--- src/design/kca_pkg.sv ---
package kca_pkg;

    // Field widths
    localparam int unsigned PeriodW   = 16;
    localparam int unsigned CompareW  = 15;
    localparam int unsigned CountW    = 4;
    localparam int unsigned DebW      = 12;
    localparam int unsigned KeyW      = 2;
    localparam int unsigned OpW       = 2;
    localparam int unsigned InDataW   = 8;
    localparam int unsigned OutDataW  = 40;
    localparam int unsigned ApbDataW  = 32;

    // Register reset values and debounce counter saturation value
    localparam logic [PeriodW-1:0] AlarmPeriodRst   = 16'd15291;
    localparam logic [DebW-1:0]    DebounceLimitRst = 12'd2048;
    localparam logic [DebW-1:0]    DebounceMax      = '1;

    // Register indexes (paddr bit 2)
    localparam logic RegAlarmPeriod   = 1'b0;
    localparam logic RegDebounceLimit = 1'b1;

    typedef enum logic [OpW-1:0] {
        OP_KEY    = 2'd0,
        OP_TICK   = 2'd1,
        OP_BUTTON = 2'd2,
        OP_NONE   = 2'd3
    } t_opcode;

    // Keypad start count, row-major
    function automatic logic [CountW-1:0] key_count(input logic [KeyW-1:0] row,
                                                    input logic [KeyW-1:0] col);
        logic [CountW-1:0] v;
        unique case ({row, col})
            4'h0: v = 4'd1;
            4'h1: v = 4'd2;
            4'h2: v = 4'd3;
            4'h3: v = 4'd10;
            4'h4: v = 4'd4;
            4'h5: v = 4'd5;
            4'h6: v = 4'd6;
            4'h7: v = 4'd11;
            4'h8: v = 4'd7;
            4'h9: v = 4'd8;
            4'ha: v = 4'd9;
            4'hb: v = 4'd12;
            4'hc: v = 4'd15;
            4'hd: v = 4'd0;
            4'he: v = 4'd14;
            default: v = 4'd13;
        endcase
        return v;
    endfunction

endpackage

--- src/design/keypad_countdown_alarm_top.sv ---
// The result of an input transaction is registered and shown on the master side in the next cycle.
// Throughput: one item per cycle unless the master side stalls; the single output
// register frees in the same cycle it is taken, so s_axis_tready = !valid || m_axis_tready.
// Reset: synchronous active low; countdown, debouncer and period clear,
// alarm_period returns to 15291 and debounce_limit to 2048.
module keypad_countdown_alarm_top (
    input  logic                          i_clk,
    input  logic                          i_rst_n,
    // stream in
    input  logic                          s_axis_tvalid,
    output logic                          s_axis_tready,
    // [1:0] key_row, [3:2] key_column, [4] button_level, [7:5] zero
    input  logic [kca_pkg::InDataW-1:0]   s_axis_tdata,
    // [1:0] opcode
    input  logic [kca_pkg::OpW-1:0]       s_axis_tuser,
    // stream out
    output logic                          m_axis_tvalid,
    input  logic                          m_axis_tready,
    // [15:0] pitch_period, [30:16] compare_value, [31] pitch_update,
    // [32] counting_flag, [36:33] remaining_count, [37] silence_press, [39:38] zero
    output logic [kca_pkg::OutDataW-1:0]  m_axis_tdata,
    // APB config
    input  logic                          psel,
    input  logic                          penable,
    input  logic                          pwrite,
    input  logic [2:2]                    paddr,
    input  logic [kca_pkg::ApbDataW-1:0]  pwdata,
    output logic [kca_pkg::ApbDataW-1:0]  prdata,
    output logic                          pready
);
    import kca_pkg::*;

    // config registers
    logic [PeriodW-1:0] r_alarm_period;
    logic [DebW-1:0]    r_debounce_limit;

    // block state
    logic [CountW-1:0]  r_remaining,   n_remaining;
    logic               r_running,     n_running;
    logic [PeriodW-1:0] r_period,      n_period;
    logic [DebW-1:0]    r_low_samples, n_low_samples;
    logic               r_latched,     n_latched;

    // result register
    logic                r_out_valid;
    logic [OutDataW-1:0] r_out_data;
    logic                n_update, n_silence;

    logic    in_xact;
    t_opcode op;
    logic [KeyW-1:0]   key_row, key_col;
    logic              btn_level;
    logic [CountW-1:0] key_val, rem_dec;

    assign pready = 1'b1;

    // config write and read back
    always_ff @(posedge i_clk) begin
        if (!i_rst_n) begin
            r_alarm_period   <= AlarmPeriodRst;
            r_debounce_limit <= DebounceLimitRst;
        end else if (psel && penable && pwrite && pready) begin
            if (paddr[2] == RegAlarmPeriod) begin
                r_alarm_period <= pwdata[PeriodW-1:0];
            end else begin
                r_debounce_limit <= pwdata[DebW-1:0];
            end
        end
    end

    always_comb begin
        if (paddr[2] == RegDebounceLimit) begin
            prdata = {{(ApbDataW-DebW){1'b0}}, r_debounce_limit};
        end else begin
            prdata = {{(ApbDataW-PeriodW){1'b0}}, r_alarm_period};
        end
    end

    // input unpack
    assign s_axis_tready = !r_out_valid || m_axis_tready;
    assign in_xact   = s_axis_tvalid && s_axis_tready;
    assign op        = t_opcode'(s_axis_tuser);
    assign key_row   = s_axis_tdata[1:0];
    assign key_col   = s_axis_tdata[3:2];
    assign btn_level = s_axis_tdata[4];
    assign key_val   = key_count(key_row, key_col);
    assign rem_dec   = (r_remaining != '0) ? r_remaining - 1'b1 : r_remaining;

    // next state for one item
    always_comb begin
        n_remaining   = r_remaining;
        n_running     = r_running;
        n_period      = r_period;
        n_low_samples = r_low_samples;
        n_latched     = r_latched;
        n_update      = 1'b0;
        n_silence     = 1'b0;
        unique case (op)
            OP_KEY: begin
                if (!r_running && key_val != '0) begin
                    n_running   = 1'b1;
                    n_remaining = key_val;
                end
            end
            OP_TICK: begin
                if (r_running) begin
                    n_remaining = rem_dec;
                    if (rem_dec == '0) begin
                        n_running = 1'b0;
                        n_period  = r_alarm_period;
                        n_update  = (r_alarm_period != r_period);
                    end
                end
            end
            OP_BUTTON: begin
                if (!r_running) begin
                    if (btn_level) begin
                        // released: debouncer restarts
                        n_latched     = 1'b0;
                        n_low_samples = '0;
                    end else if (r_low_samples > r_debounce_limit) begin
                        if (!r_latched) begin
                            // accepted press silences the buzzer
                            n_latched     = 1'b1;
                            n_low_samples = '0;
                            n_silence     = 1'b1;
                            n_period      = '0;
                            n_update      = (r_period != '0);
                        end else begin
                            n_low_samples = {{(DebW-1){1'b0}}, 1'b1};
                        end
                    end else if (r_low_samples != DebounceMax) begin
                        n_low_samples = r_low_samples + 1'b1;
                    end
                end
            end
            default: begin
                // no effect, report state
            end
        endcase
    end

    // state update on each accepted transaction
    always_ff @(posedge i_clk) begin
        if (!i_rst_n) begin
            r_remaining   <= '0;
            r_running     <= 1'b0;
            r_period      <= '0;
            r_low_samples <= '0;
            r_latched     <= 1'b0;
        end else if (in_xact) begin
            r_remaining   <= n_remaining;
            r_running     <= n_running;
            r_period      <= n_period;
            r_low_samples <= n_low_samples;
            r_latched     <= n_latched;
        end
    end

    // result register
    always_ff @(posedge i_clk) begin
        if (!i_rst_n) begin
            r_out_valid <= 1'b0;
        end else if (s_axis_tready) begin
            r_out_valid <= s_axis_tvalid;
        end
    end

    always_ff @(posedge i_clk) begin
        if (in_xact) begin
            r_out_data <= {2'b00,
                           n_silence,
                           n_running ? n_remaining : {CountW{1'b0}},
                           n_running,
                           n_update,
                           n_period[PeriodW-1:1],
                           n_period};
        end
    end

    assign m_axis_tvalid = r_out_valid;
    assign m_axis_tdata  = r_out_data;

endmodule

--- config.mk ---
export PLATFORM = sky130hd
export DESIGN_NAME = keypad_countdown_alarm_top
export DESIGN_NICKNAME = d
export VERILOG_FILES = /design/src/design/kca_pkg.sv /design/src/design/keypad_countdown_alarm_top.sv
export SDC_FILE = /design/constraint.sdc
export NUM_CORES = 1
export LEC_CHECK = 0
export BUFFER_PORTS_ARGS = -buffer_cell sky130_fd_sc_hd__buf_2
export CAP_MARGIN = 20
export CORE_ASPECT_RATIO = 1.1
export CORE_UTILIZATION = 45
export DETAILED_ROUTE_END_ITERATION = 6
export HOLD_SLACK_MARGIN = 0.12
export PLACE_DENSITY = 0.81
export SETUP_SLACK_MARGIN = 0.4
export SLEW_MARGIN = 20
export SYNTH_ARGS = -nofsm -noshare
export SYNTH_HDL_FRONTEND = slang
export SYNTH_SLANG_ARGS = --single-unit
--- constraint.sdc ---
create_clock -name i_clk -period 4.3 [get_ports i_clk]
set_clock_uncertainty 0.2 [all_clocks]
set_input_delay 1.075 -clock i_clk [delete_from_list [all_inputs] [get_ports i_clk]]
set_output_delay 1.075 -clock i_clk [all_outputs]
set_load 0.005 [all_outputs]
Word level (Yosys, flattened, before mapping)
Memory sizes are Yosys's and may differ from the RTL's.
Index checks and enable logic that the tools add are counted.
{ "totals": {"regBits": 101, "rom_bits": 64, "inputBits": 50, "output_inout_bits": 75, "word_cells": 72, "memories": 1} }
{ "mem_list": {"columns": ["memory", "words", "width", "rd", "rd_clocked_by_memory_dff", "write_ports", "line_no", "source"], "rows": [
  ["(name not given)", 16, 4, 1, 0, 0, "kca_pkg.sv:34", "unique case ({row, col})"]
]} }
{ "classes": {"add_sub_neg": 2, "order_cmp": 1, "n_eq_ne": 4, "mux": 30, "bitwise": 4, "reduce_logical": 19} }
{ "ops": {"columns": ["op", "count"], "rows": [
  ["2-to-1 mux 16 bit", 7],
  ["2-to-1 mux 12 bit", 3],
  ["one-hot mux 16 bit (2 select lines)", 1],
  ["inequality test 16 bit", 1],
  ["nonzero test 16 bit", 1],
  ["2-to-1 mux 1 bit", 13],
  ["adder 12 x 1 -> 12 bit (second input constant)", 1],
  ["greater-than comparator 12 bit", 1],
  ["2-to-1 mux 4 bit", 3],
  ["inequality test 12 bit (second input constant)", 1],
  ["one-hot mux 4 bit (2 select lines)", 1],
  ["AND reduction 4 bit", 2],
  ["nonzero test 4 bit", 2],
  ["logical AND 1 bit", 4],
  ["zero test 4 bit", 1],
  ["inverter 1 bit", 4],
  ["one-hot mux 1 bit (2 select lines)", 2],
  ["AND reduction 2 bit", 2],
  ["OR reduction 4 bit", 1],
  ["subtractor 4 x 1 -> 4 bit (second input constant)", 1],
  ["nonzero test 3 bit", 1],
  ["== test 2 x 1 -> 1 bit (second input constant)", 1],
  ["== test 2 bit (second input constant)", 1],
  ["zero test 1 bit", 2],
  ["other kinds (3)", 3]
]} }

Logic depth before layout (Yosys ltp)
{ "depth": {"ltp_word": 6, "ltp_mapped": 10, "mapped_depth_nobuf": 8} }

Least setup slack after synthesis
Ideal clock, no wire load.
{ "synth_timing": {"kind": "input -> output", "start": "input port paddr", "end": "output port prdata[10] (netlist name)", "arrival_time_ns": 2.085, "t_required_ns": 3.025, "path_slack_ns": 0.940, "cell_stages": 3, "n_path_buf": 2, "path_cell_list": "clkbuf_1 -> buf_1 -> mux2_2"} }
{ "synth_via": {"elab_chain_cells": 1} }
{ "synth_lines": {"columns": ["item", "line_no", "source"], "rows": [
  ["from (decl)", "keypad_countdown_alarm_top.sv:26", "input logic [2:2] paddr,"],
  ["2-to-1 mux 16 bit", "keypad_countdown_alarm_top.sv:72", "if (paddr[2] == RegDebounceLimit) begin"],
  ["to (decl)", "keypad_countdown_alarm_top.sv:28", "output logic [kca_pkg::ApbDataW-1:0] prdata,"]
]} }
Every way passes these cells.

Worst setup path in the final report
{ "layout_timing": {"start": "input port paddr", "end": "output port prdata[1] (netlist name)"} }
The elaborated chain is that of the path after synthesis.

==> impl_metrics.env <==
export IMPL_status="finished clean"
export IMPL_syn_area_per_cell_um2=8.838
export IMPL_syn_cell_area_um2=4994
export IMPL_hold_viol=0
export IMPL_cap_violations=0
export IMPL_cts_sinks=86
export IMPL_core_area_um2=10590
export IMPL_setup_worst_path_start="paddr"
export IMPL_crit_fanout=19
export IMPL_reg2reg_slack_ps=1400
export IMPL_synth_flop_cell="dfxtp_1"
export IMPL_holdBufCountCts=0
export IMPL_first_iter_violations=294
export IMPL_fin_crit_ps=3276
export IMPL_synth_async_reset_ratio_pct=0
export IMPL_total_power_uw=1805
export IMPL_tightest_slew_ps=955.3
export IMPL_synth_most_common_cell="nand2_1"
export IMPL_p_leak_uw=0.002287
export IMPL_synth_warnings=0
export IMPL_ys_ff_latch=86
export IMPL_rows=39
export IMPL_grt_pass1_vias=4099
export IMPL_pre_cts_ws_ps=825.5
export IMPL_vias=4381
export IMPL_final_area_um2=5559
export IMPL_port_buffers=86
export IMPL_fillers=942
export IMPL_cts_setup_buffers=0
export IMPL_placed_area_um2=5290
export IMPL_groute_usage_overall_pct=21.15
export IMPL_arrival_ps=2000
export IMPL_hold_class="reg2reg"
export IMPL_grt_setup_unrepaired="no"
export IMPL_yosys_area_top_type="dfxtp_1"
export IMPL_dieArea_um2=11520
export IMPL_drt_vias_per_instance=5.682
export IMPL_fmax_mhz=305.2
export IMPL_p_per_area_nw_per_um2=324.6
export IMPL_synthCells=565
export IMPL_cts_buffer_depth=2
export IMPL_final_antenna_net_count=0
export IMPL_antenna_found_initial=0
export IMPL_clkSlewWorstSetupHoldPaths_ps=60
export IMPL_ir_worst_vdd_mv=0.1595
export IMPL_ys_seq_area_share_pct=39.09
export IMPL_endpoint="prdata[1]"
export IMPL_wire_per_inst_um=15.66
export IMPL_insertion_delay_ps=340
export IMPL_cts_resized=0
export IMPL_cp_required_ps=3020
export IMPL_synth_top_area_share_pct=25.26
export IMPL_reg2reg_depth=8
export IMPL_globalRoute_totalOverflow=0
export IMPL_initial_utilization_pct=47.16
export IMPL_holdWs_ps=276.5
export IMPL_ys_types=68
export IMPL_synth_area_leaders="dfxtp_1 (25%), edfxtp_1 (14%), nand2_1 (7.7%)"
export IMPL_setup_tns_ps=0
export IMPL_grt_pass1_wl_um=19110
export IMPL_synthToLayoutAreaGrowth_pct=11.33
export IMPL_finalSetupViolCount=0
export IMPL_drive_gt1_share_pct=21.82
export IMPL_layout_setup_ws_ps=1024
export IMPL_finalCritPeriodShare_pct=76.20
export IMPL_die_w_um=102.4
export IMPL_drcViolationCount=0
export IMPL_tritoncts="yes"
export IMPL_rr_endpoint="m_axis_tdata[31]"
export IMPL_routed_wl_um=12070
export IMPL_synth_edf_count=23
export IMPL_clockRootBuffer="clkbuf_16"
export IMPL_hpwlAfterDp_um=8547
export IMPL_grt_max_degree=36
export IMPL_numCtsBuffers=9
export IMPL_maxSlewViolCount=0
export IMPL_startpoint_type="input port"
export IMPL_end_kind="primary output"
export IMPL_io_pins=125
export IMPL_synth_commonest_cells="nand2_1 (102), dfxtp_1 (63), a21oi_1 (39)"
export IMPL_antenna_cells=0
export IMPL_max_slew_margin_rel_pct=36.08
export IMPL_htreeDepth=3
export IMPL_nets=696
export IMPL_timing_rr_start="r_debounce_limit[2]"
export IMPL_first_pass_iters=5
export IMPL_gp_congestion=0.8592
export IMPL_crit_type="in2out"
export IMPL_die_height_um=112.5
==> placed cells by master (no fill, tap or decap), types with 3 or more instances in the layout <==
| cell type | n |
|---|---|
| a21oi_1 | 39 |
| mux2_2 | 13 |
| nand4_1 | 8 |
| inv_1 | 32 |
| clkbuf_16 | 9 |
| nand2b_1 | 4 |
| buf_4 | 7 |
| or4_1 | 5 |
| o22ai_1 | 16 |
| nand3_1 | 22 |
| or3_1 | 3 |
| nor2_1 | 20 |
| dfxtp_1 | 63 |
| a32o_1 | 16 |
| and3_1 | 3 |
| nor4_1 | 10 |
| xor2_1 | 17 |
| edfxtp_1 | 23 |
| buf_2 | 86 |
| o211ai_1 | 3 |
| o21ai_0 | 8 |
| conb_1 | 19 |
| o21a_1 | 4 |
| nor3_1 | 8 |
| nand2_1 | 102 |
| o31ai_1 | 6 |
| nor2b_1 | 4 |
| ha_1 | 23 |
| a211oi_1 | 4 |
==> layer usage <==
layer / share of wire [%] / routed length, µm / GRT usage [%] / vias up
met5: 0 / 0 / 0 / -
met4: 2.5 / 301 / 8.952 / 0
met3: 6.7 / 808 / 2.989 / 33
met2: 50 / 5998 / 36.04 / 223
met1: 41 / 4964 / 26.31 / 2041
li1: - / - / - / 2084
==> sequential cells by signal (all words and copies together) (netlist names), 4 cells and up <==
| name | flops |
|---|---|
| m_axis_tdata | 23 |
| r_alarm_period | 16 |
| r_debounce_limit | 12 |
| r_low_samples | 12 |
| r_period | 16 |
| r_remaining | 4 |
==> metrics by stage <==
step,util (%),instances
CTS,52.50,771
global placement,49.96,755
detailed placement,49.96,755
global route,52.50,771
floorplan,-,582
finish,52.50,771
==> how the worst min path moves through the flow <==
stage | cells past startpoint | start | endpoint | slack [ps]
finish | 2 | r_debounce_limit[4] | r_debounce_limit[4] | 280
global route | 2 | r_debounce_limit[4] | r_debounce_limit[4] | 300
CTS | 2 | r_debounce_limit[4] | r_debounce_limit[4] | 280
detailed placement | 2 | r_debounce_limit[4] | r_debounce_limit[4] | 270
global placement | 2 | r_debounce_limit[1] | r_debounce_limit[1] | 260
floorplan | 2 | r_debounce_limit[1] | r_debounce_limit[1] | 240
==> where the power goes <==
group	switching (µW)	total, µW	internal (µW)
registers	22.6	879	856
logic	135	224	89.0
clock network	312	701	389
==> cell type report <==
| cell class | instances | area (µm²) | share of cell area [%] |
|---|---|---|---|
| clock inverter | 6 | 40.04 | 0.7202 |
| sequential | 86 | 1952 | 35.11 |
| tap | 143 | 178.9 | 3.219 |
| inverter | 33 | 123.9 | 2.228 |
| multi-input combinational | 400 | 2552 | 45.91 |
| clock buffer | 10 | 229.0 | 4.119 |
| timing repair buffer | 93 | 483.0 | 8.688 |
==> critical path, stage by stage <==
cell,delay [ps]
buf_2,380
mux2_2,410
buf_2,130
==> cell families (layout without fill, tap and decap cells) <==
family,Yosys count,in the layout,share of synthesized area [%]
mux,16,16,3.633
other cells,2,19,0.1504
fa+ha+maj,23,23,5.763
flops,86,86,39.09
buf+inv,96,142,11.07
compound gates,125,125,18.12
simple gates,199,199,19.02
xor+xnor,18,18,3.157
(Power assumes the default switching activity.)
